`config.mk`:
```
export PLATFORM = sky130hd
export DESIGN_NAME = watchdog_multi_reload_flat
export DESIGN_NICKNAME = d
export VERILOG_FILES = /design/src/rtl/wdr_pkg.sv /design/src/rtl/wdr_in_if.sv /design/src/rtl/wdr_out_if.sv /design/src/rtl/wdr_cfg_if.sv /design/src/rtl/watchdog_multi_reload.sv /design/src/flat_wrapper.sv
export VERILOG_INCLUDE_DIRS = /design/src /design/src/rtl
export SDC_FILE = /design/constraint.sdc
export NUM_CORES = 1
export LEC_CHECK = 0
export ABC_AREA = 1
export BUFFER_PORTS_ARGS = -buffer_cell sky130_fd_sc_hd__clkbuf_2
export CAP_MARGIN = 20
export CORE_ASPECT_RATIO = 1.75
export CORE_MARGIN = 5
export CORE_UTILIZATION = 55
export CTS_CLUSTER_DIAMETER = 60
export DETAILED_ROUTE_END_ITERATION = 7
export GPL_TIMING_DRIVEN = 0
export PLACE_DENSITY = 0.76
export SYNTH_ARGS = -nofsm -noshare
export SYNTH_HDL_FRONTEND = slang
export SYNTH_SLANG_ARGS = --single-unit
```
`constraint.sdc`:
```
create_clock -name clk -period 8.1 [get_ports clk]
set_input_delay 0.81 -clock clk [delete_from_list [all_inputs] [get_ports clk]]
set_output_delay 0.81 -clock clk [all_outputs]
set_load 0.01 [all_outputs]
```
`src/rtl/watchdog_multi_reload_macros.svh`:
```
// Assertion macros shared by the watchdog RTL.
`ifndef WATCHDOG_MULTI_RELOAD_MACROS_SVH
`define WATCHDOG_MULTI_RELOAD_MACROS_SVH
`ifndef NO_ASSERTIONS
// Expression must hold at every clock edge outside reset.
`define WDR_ASSERT_NOW(label, expr) \
  label: assert property (@(posedge clk) disable iff (rst) (expr)) \
    else $error("watchdog assertion failed");
// Antecedent implies consequent in the same cycle.
`define WDR_ASSERT_IMP(label, ante, cons) \
  label: assert property (@(posedge clk) disable iff (rst) (ante) |-> (cons)) \
    else $error("watchdog assertion failed");
// Antecedent implies consequent in the next cycle.
`define WDR_ASSERT_NXT(label, ante, cons) \
  label: assert property (@(posedge clk) disable iff (rst) (ante) |=> (cons)) \
    else $error("watchdog assertion failed");
`else
`define WDR_ASSERT_NOW(label, expr)
`define WDR_ASSERT_IMP(label, ante, cons)
`define WDR_ASSERT_NXT(label, ante, cons)
`endif
`endif

```
`src/rtl/wdr_pkg.sv`:
```
// Types and constants of the multi-channel reload watchdog.
package wdr_pkg;

  localparam int CHANNELS = 8;
  localparam int MASK_W   = 8;
  localparam int COUNT_W  = 32;
  localparam int CHAN_W   = 4;
  localparam int MODE_W   = 4;
  localparam int CFG_IDX_W = 2;

  localparam logic [COUNT_W-1:0] FEED_MAGIC = 32'h6E52_4635;
  localparam logic [MASK_W-1:0]  CHAN_MASK  = MASK_W'((16'd1 << CHANNELS) - 16'd1);

  // Item function codes
  typedef enum logic [1:0] {
    FUNC_TICK   = 2'd0,
    FUNC_START  = 2'd1,
    FUNC_FEED   = 2'd2,
    FUNC_STATUS = 2'd3
  } func_t;

  // Configuration register indexes
  typedef enum logic [CFG_IDX_W-1:0] {
    REG_RELOAD_VALUE   = 2'd0,
    REG_CHANNEL_ENABLE = 2'd1,
    REG_RUN_MODES      = 2'd2,
    REG_UNUSED         = 2'd3
  } cfg_idx_t;

  // Run mode bits
  localparam int MODE_SLEEP_BIT = 0;
  localparam int MODE_HALT_BIT  = 3;

  // Reset values of the registers
  localparam logic [COUNT_W-1:0] RELOAD_RESET = 32'hFFFF_FFFF;
  localparam logic [MASK_W-1:0]  ENABLE_RESET = 8'h01;
  localparam logic [MODE_W-1:0]  MODES_RESET  = 4'h1;

  // One result word
  typedef struct packed {
    logic               timeout;
    logic               running;
    logic [MASK_W-1:0]  pending_mask;
    logic               channel_pending;
    logic [COUNT_W-1:0] count_value;
  } result_t;

endpackage

```
`src/rtl/wdr_in_if.sv`:
```
// Input item channel of the watchdog.
interface wdr_in_if;
  logic                        valid;
  logic                        ready;
  wdr_pkg::func_t              func;
  logic [wdr_pkg::CHAN_W-1:0]  channel;
  logic [wdr_pkg::COUNT_W-1:0] write_word;
  logic                        cpu_sleeping;
  logic                        cpu_halted;

  modport source (output valid, func, channel, write_word, cpu_sleeping, cpu_halted,
                  input ready);
  modport sink   (input valid, func, channel, write_word, cpu_sleeping, cpu_halted,
                  output ready);
endinterface

```
`src/rtl/wdr_out_if.sv`:
```
// Result channel of the watchdog.
interface wdr_out_if;
  logic                        valid;
  logic                        ready;
  logic                        timeout;
  logic                        running;
  logic [wdr_pkg::MASK_W-1:0]  pending_mask;
  logic                        channel_pending;
  logic [wdr_pkg::COUNT_W-1:0] count_value;

  modport source (output valid, timeout, running, pending_mask, channel_pending,
                  count_value, input ready);
  modport sink   (input valid, timeout, running, pending_mask, channel_pending,
                  count_value, output ready);
endinterface

```
`src/rtl/wdr_cfg_if.sv`:
```
// Configuration write channel of the watchdog.
interface wdr_cfg_if;
  logic                          valid;
  logic                          ready;
  wdr_pkg::cfg_idx_t             index;
  logic [wdr_pkg::COUNT_W-1:0]   data;

  modport source (output valid, index, data, input ready);
  modport sink   (input valid, index, data, output ready);
endinterface

```
`src/rtl/watchdog_multi_reload.sv`:
```
// Watchdog timer with several reload request channels, top level.
//
//   channel  dir  handshake      word
//   req      in   valid/ready    func, channel, write_word, cpu_sleeping, cpu_halted
//   rsp      out  valid/ready    timeout, running, pending_mask, channel_pending,
//                                count_value
//   cfg      in   valid/ready    index, data (always ready, locked while running)
//
// One item per clock while req is ready: state updates on the accepting edge, the
// result word goes to the output register, or to the skid entry while rsp stalls.
// A two-entry output buffer (output register plus skid) keeps req ready while
// one result waits; req.ready drops only when both entries are full.
// rst is synchronous, active high: stopped, counter and pending bits zero,
// registers at their reset values, output buffer empty.
module watchdog_multi_reload (
  input  logic       clk,
  input  logic       rst,
  wdr_in_if.sink     req,
  wdr_out_if.source  rsp,
  wdr_cfg_if.sink    cfg
);
  import wdr_pkg::*;
  `include "watchdog_multi_reload_macros.svh"

  // Configuration registers
  logic [COUNT_W-1:0] reload_value;
  logic [MASK_W-1:0]  channel_enable;
  logic [MODE_W-1:0]  run_modes;

  // Watchdog state
  logic [COUNT_W-1:0] down_count, down_count_next;
  logic [MASK_W-1:0]  pending_bits, pending_bits_next;
  logic               running, running_next;

  // Output buffer
  result_t out_word, skid_word, result_c;
  logic    out_valid, skid_valid;

  logic accept, pop;
  logic [MASK_W-1:0] en_mask, chan_bit, pend_clr;
  logic chan_ok, blocked, feed_hit, timeout_c;

  assign accept  = req.valid && req.ready;
  assign pop     = out_valid && rsp.ready;
  assign en_mask = channel_enable & CHAN_MASK;
  assign chan_ok = req.channel < CHAN_W'(CHANNELS);
  assign chan_bit = MASK_W'(1) << req.channel[2:0];
  assign pend_clr = pending_bits & ~chan_bit;

  // Configuration writes, ignored once running
  assign cfg.ready = 1'b1;
  always_ff @(posedge clk) begin
    if (rst) begin
      reload_value   <= RELOAD_RESET;
      channel_enable <= ENABLE_RESET;
      run_modes      <= MODES_RESET;
    end else if (cfg.valid && !running) begin
      unique case (cfg.index)
        REG_RELOAD_VALUE:   reload_value   <= cfg.data;
        REG_CHANNEL_ENABLE: channel_enable <= cfg.data[MASK_W-1:0];
        REG_RUN_MODES:      run_modes      <= cfg.data[MODE_W-1:0];
        default: ;
      endcase
    end
  end

  // Next state for the presented item
  always_comb begin
    down_count_next   = down_count;
    pending_bits_next = pending_bits;
    running_next      = running;
    timeout_c         = 1'b0;
    blocked  = (req.cpu_sleeping && !run_modes[MODE_SLEEP_BIT]) ||
               (req.cpu_halted && !run_modes[MODE_HALT_BIT]);
    feed_hit = running && chan_ok && (req.write_word == FEED_MAGIC) &&
               ((en_mask & pending_bits & chan_bit) != '0);
    unique case (req.func)
      FUNC_START: begin
        if (!running) begin
          down_count_next   = reload_value;
          pending_bits_next = en_mask;
          running_next      = 1'b1;
        end
      end
      FUNC_TICK: begin
        if (running && !blocked) begin
          if (down_count <= COUNT_W'(1)) begin
            timeout_c         = 1'b1;
            down_count_next   = reload_value;
            pending_bits_next = en_mask;
          end else begin
            down_count_next = down_count - COUNT_W'(1);
          end
        end
      end
      FUNC_FEED: begin
        if (feed_hit) begin
          if (pend_clr == '0) begin
            down_count_next   = reload_value;
            pending_bits_next = en_mask;
          end else begin
            pending_bits_next = pend_clr;
          end
        end
      end
      default: ;
    endcase
  end

  // Result word
  always_comb begin
    result_c.timeout         = timeout_c;
    result_c.running         = running_next;
    result_c.pending_mask    = pending_bits_next;
    result_c.channel_pending = chan_ok && pending_bits_next[req.channel[2:0]];
    result_c.count_value     = down_count_next;
  end

  // State registers
  always_ff @(posedge clk) begin
    if (rst) begin
      down_count   <= '0;
      pending_bits <= '0;
      running      <= 1'b0;
    end else if (accept) begin
      down_count   <= down_count_next;
      pending_bits <= pending_bits_next;
      running      <= running_next;
    end
  end

  // Output register and skid entry
  assign req.ready = !skid_valid;
  always_ff @(posedge clk) begin
    if (rst) begin
      out_valid  <= 1'b0;
      skid_valid <= 1'b0;
    end else if (pop || !out_valid) begin
      if (skid_valid) begin
        out_word   <= skid_word;
        skid_valid <= 1'b0;
        out_valid  <= 1'b1;
      end else begin
        out_valid <= accept;
        if (accept) out_word <= result_c;
      end
    end else if (accept) begin
      skid_word  <= result_c;
      skid_valid <= 1'b1;
    end
  end

  assign rsp.valid           = out_valid;
  assign rsp.timeout         = out_word.timeout;
  assign rsp.running         = out_word.running;
  assign rsp.pending_mask    = out_word.pending_mask;
  assign rsp.channel_pending = out_word.channel_pending;
  assign rsp.count_value     = out_word.count_value;

  // Checks
  `WDR_ASSERT_IMP(a_skid_behind_out, skid_valid, out_valid)
  `WDR_ASSERT_IMP(a_timeout_running, out_valid && out_word.timeout, out_word.running)
  `WDR_ASSERT_NOW(a_pending_in_mask, (pending_bits & ~CHAN_MASK) == '0)
  `WDR_ASSERT_NXT(a_stays_running, running, running)
  `WDR_ASSERT_NXT(a_start_loads, accept && req.func == FUNC_START && !running,
                  running && down_count == $past(reload_value))

endmodule

```
`src/flat_wrapper.sv`:
```
// flat-port wrapper written by rule: the top's interface ports become plain ports
module watchdog_multi_reload_flat import wdr_pkg::*;
  (clk, rst, req_valid, req_func, req_channel, req_write_word, req_cpu_sleeping, req_cpu_halted, req_ready, rsp_valid, rsp_timeout, rsp_running, rsp_pending_mask, rsp_channel_pending, rsp_count_value, rsp_ready, cfg_valid, cfg_index, cfg_data, cfg_ready);
  wdr_in_if req_i ();
  wdr_out_if rsp_i ();
  wdr_cfg_if cfg_i ();
  input  logic clk;
  input  logic rst;
  input wire logic [$bits(req_i.valid)-1:0] req_valid;
  input wire logic [$bits(req_i.func)-1:0] req_func;
  input wire logic [$bits(req_i.channel)-1:0] req_channel;
  input wire logic [$bits(req_i.write_word)-1:0] req_write_word;
  input wire logic [$bits(req_i.cpu_sleeping)-1:0] req_cpu_sleeping;
  input wire logic [$bits(req_i.cpu_halted)-1:0] req_cpu_halted;
  output wire logic [$bits(req_i.ready)-1:0] req_ready;
  output wire logic [$bits(rsp_i.valid)-1:0] rsp_valid;
  output wire logic [$bits(rsp_i.timeout)-1:0] rsp_timeout;
  output wire logic [$bits(rsp_i.running)-1:0] rsp_running;
  output wire logic [$bits(rsp_i.pending_mask)-1:0] rsp_pending_mask;
  output wire logic [$bits(rsp_i.channel_pending)-1:0] rsp_channel_pending;
  output wire logic [$bits(rsp_i.count_value)-1:0] rsp_count_value;
  input wire logic [$bits(rsp_i.ready)-1:0] rsp_ready;
  input wire logic [$bits(cfg_i.valid)-1:0] cfg_valid;
  input wire logic [$bits(cfg_i.index)-1:0] cfg_index;
  input wire logic [$bits(cfg_i.data)-1:0] cfg_data;
  output wire logic [$bits(cfg_i.ready)-1:0] cfg_ready;
  assign req_i.valid = req_valid;
  assign req_i.func = req_func;
  assign req_i.channel = req_channel;
  assign req_i.write_word = req_write_word;
  assign req_i.cpu_sleeping = req_cpu_sleeping;
  assign req_i.cpu_halted = req_cpu_halted;
  assign req_ready = req_i.ready;
  assign rsp_valid = rsp_i.valid;
  assign rsp_timeout = rsp_i.timeout;
  assign rsp_running = rsp_i.running;
  assign rsp_pending_mask = rsp_i.pending_mask;
  assign rsp_channel_pending = rsp_i.channel_pending;
  assign rsp_count_value = rsp_i.count_value;
  assign rsp_i.ready = rsp_ready;
  assign cfg_i.valid = cfg_valid;
  assign cfg_i.index = cfg_index;
  assign cfg_i.data = cfg_data;
  assign cfg_ready = cfg_i.ready;
  watchdog_multi_reload u_core (.clk(clk), .rst(rst), .req(req_i), .rsp(rsp_i), .cfg(cfg_i));
endmodule
```
==> impl_metrics.toml <==
[cells_and_area]
final_layout_size_suffix_gt1_share_pct = 17.3
nNetsFinal = 1552
layout.cells.non_filler = 1718
insertedDiodeCount = 0
syn2layout_area_growth_pct = 15.6

[worst_setup_path]
worst_path_largest_cell_delay_ps = 640
timing.critical_path.required_ps = 8240
path_max_fanout = 22
path_buf_inv = 5
crit_path_end_kind = "flop"
crit_chain = "clkbuf_1 -> nor2_1 -> inv_1 -> clkbuf_1 -> buf_2 -> nor2_4 -> buf_16"
cp-start-kind = "flop"
critPathSlowestCell = "nor2_1"
critPathMostFrequentCell = "clkbuf_1"
critical_path_class = "reg -> reg"
worstPathArrival_ps = 3270
crit_family = "buffers and inverters"

[floorplanning]
die_area_um2 = 21000
row_count = 65
die_h_um = 188
start_util_pct = 55.4
core_um2 = 18000
io_pins = 125
die_w_um = 112

[detailed_routing]
dr_total_vias = 10100
avgViaCountPerCell = 5.88
dr.pass1.iters = 8
drt.antenna.violating_nets = 0
drc = 1
wl_per_cell_um = 20.7
finalWirelength_um = 35500
drtIter0Drc = 971

[clocking]
clk_pin_slew_ps = 70
cts_setup_buffers = 0
cts-buffers-inserted = 17
cts_resized = 0
cts-root-buf = "clkbuf_16"
cts_tree = "done"
h-tree-depth = 4
cts.sinks = 171
insertion_delay_ps = 440
postCtsHoldBufs = 0
cts.path.max_buffers = 2

[sta]
finalCritPeriodShare_pct = 38.7
fin_crit_ps = 3130
fmax_ghz = 0.319
slew_violations = 0
hold_ws_ps = 502
setup_viol_count_final = 0
setup_tns_ps = 0
tightest_slew_ps = 848
finClkSkew_ps = 9.25
relSlewSlack_pct = 43.5
hold_viol = 0
rsz0062_at_grt = "false"

[power_and_ir_drop]
swShare_pct = 30.7
ir_drop_v = 0.000124
power_density_nw_per_um2 = 195
power_frac_seq_pct = 45.2
clockPowerShare_pct = 37.2
power.switching_w = 0.000687
p_comb_share_pct = 17.6
p_int_w = 0.00155
cellLeakagePower_nw = 5.02

[yosys]
netlist-cell-type-count = 63
syn_nets = 1411
synth_seq_area_share_pct = 43.0
netlist_area_um2 = 9960
synth_common_cells = "nand2_1 (324), nor2_1 (152), inv_1 (121)"
synth_edf_count = 86
async_flop_share_pct = 0
yosysMostFrequentCell = "nand2_1"
synth_top_area_share_pct = 25.9
ys_seq_elements = 171
ys.flop_type = "edfxtp_1"
synthCells = 1330
ys_warn_count = 0
ys_top_cells_by_area = "edfxtp_1 (26%), dfxtp_1 (17%), nand2_1 (12%), o21ai_0 (5.8%), nor2_1 (5.7%)"
syn_area_per_cell_um2 = 7.49
synth_top_cell_by_area = "edfxtp_1"

[placement]
hpwl_um = 27200
dp.cells = 1686
io_buffers = 120
gp_congestion = 1.04

[global_routing]
grt_pass1_wl_um = 55200
grt_max_degree = 23
antenna_found_initial = 0
grt_pass1_vias = 9803
grt_usage_pct = 33.8
grt.overflow.total = 0

[flow_run]
maxCapViolations = 0

[min_path]
hp-class = "reg -> reg"

[run_status]
violations = "DRC"
status = "complete, but fails checks"
-- cell usage in the layout, fill, tap and decap left out, types with 3 or more instances in the layout --
cell type  Yosys  final
o21ai_2        3      3
nand4_2        3      3
clkbuf_16      0     17
nor2_2        20     20
nand3b_1       5      5
inv_6          0      4
nand3_2        3      3
a221oi_1      13     13
buf_4          3      3
nor3_1        15     15
nand4_1       15     15
o21bai_1       4      4
inv_1        121    121
o221ai_1       7      7
a22oi_1        4      4
nor2_1       152    150
a21oi_2        6      6
clkbuf_2       0    120
nand3_1       80     80
nand2_1      324    324
o21ai_1       17     17
a41oi_2        4      4
nor2_4         6      8
clkinv_1       5      6
xor2_1        15     15
buf_6          6      6
a31oi_1        5      5
clkbuf_1      47     48
edfxtp_1      86     86
buf_2          8      8
inv_2         10     10
o31ai_1        4      4
dfxtp_1       85     85
o21ai_0      115    115
nand2_2        8      8
a21oi_1       72     72
o211ai_1      20     20
-- routing by layer --
layer / GRT usage [%] / part of all wire (%) / up-vias
li1: - / - / 4764
met2: 58.2 / 49 / 552
met1: 38.0 / 36 / 4631
met5: 0 / 0 / -
met4: 22.3 / 7.2 / 0
met3: 5.81 / 8.2 / 159
-- cell type report --
cell class / count / area [um2]
clock inverters: 14 / 159
well taps: 234 / 293
flip-flops and latches: 171 / 4280
plain buffers: 65 / 310
inverters: 138 / 522
multi-input cells: 956 / 4860
repair buffers: 122 / 656
clock buffers: 18 / 429
fillers: 1675 / 6460
-- worst register-to-register path, stage by stage (launching register included) --
cell      delay (ps)
dfxtp_1          300
clkbuf_1         170
nor2_1           640
inv_1            120
clkbuf_1         380
buf_2            350
nor2_4           620
buf_16           250
-- final timing paths --
path,startpoint,endpoint,slack (ps),cells after the start
min,u_core.reload_value[13]$_SDFFE_PP1P_,u_core.reload_value[13]$_SDFFE_PP1P_,500,2
max,u_core.skid_valid$_SDFFE_PP0P_,u_core.skid_word[29]$_DFFE_PP_,4970,7
max reg2reg,u_core.skid_valid$_SDFFE_PP0P_,u_core.skid_word[29]$_DFFE_PP_,4970,7
min reg2reg,u_core.reload_value[13]$_SDFFE_PP1P_,u_core.reload_value[13]$_SDFFE_PP1P_,500,2
-- state kept, by name (all words and copies together) (netlist names) --
register,cells
u_core.skid_word,43
u_core.down_count,32
u_core.reload_value,32
u_core.rsp.count_value,32
u_core.channel_enable,8
u_core.pending_bits,8
u_core.rsp.pending_mask,8
u_core.run_modes,2
u_core.rsp.channel_pending,1
u_core.rsp.running,1
u_core.rsp.timeout,1
u_core.rsp.valid,1
u_core.running,1
u_core.skid_valid,1
-- cell families after synthesis --
| logic type | synth area share, % |
|---|---|
| XOR/XNOR | 1.41 |
| adder cells (fa/ha/maj) | 0.251 |
| AO/OA/AOI/OAI | 18.3 |
| other | 0.0376 |
| AND/OR/NAND/NOR | 28.6 |
| flip-flops | 43.0 |
| buffers and inverters | 8.35 |
-- through the flow --
step	total power, W	utilization (%)	cell area, um2	setup slack, ps
floorplan	0.00127	-	9960	4230
global placement	0.00140	60.4	10900	2620
detailed placement	0.00141	60.8	10900	4610
CTS	0.00223	64.1	11500	5030
global route	0.00232	64.1	11500	4810
finish	0.00224	64.1	11500	4970
-- power groups by stage --
stage / combinational, W / sequential (W) / clock [W]
after global placement: 0.000373 / 0.00103 / 0
after floorplan: 0.000246 / 0.00102 / 0
after CTS: 0.000387 / 0.00101 / 0.000834
after global routing: 0.000434 / 0.00102 / 0.000874
final: 0.000394 / 0.00101 / 0.000833
after detailed placement: 0.000384 / 0.00103 / 0
Note: power is estimated with default switching activity, not from simulation.
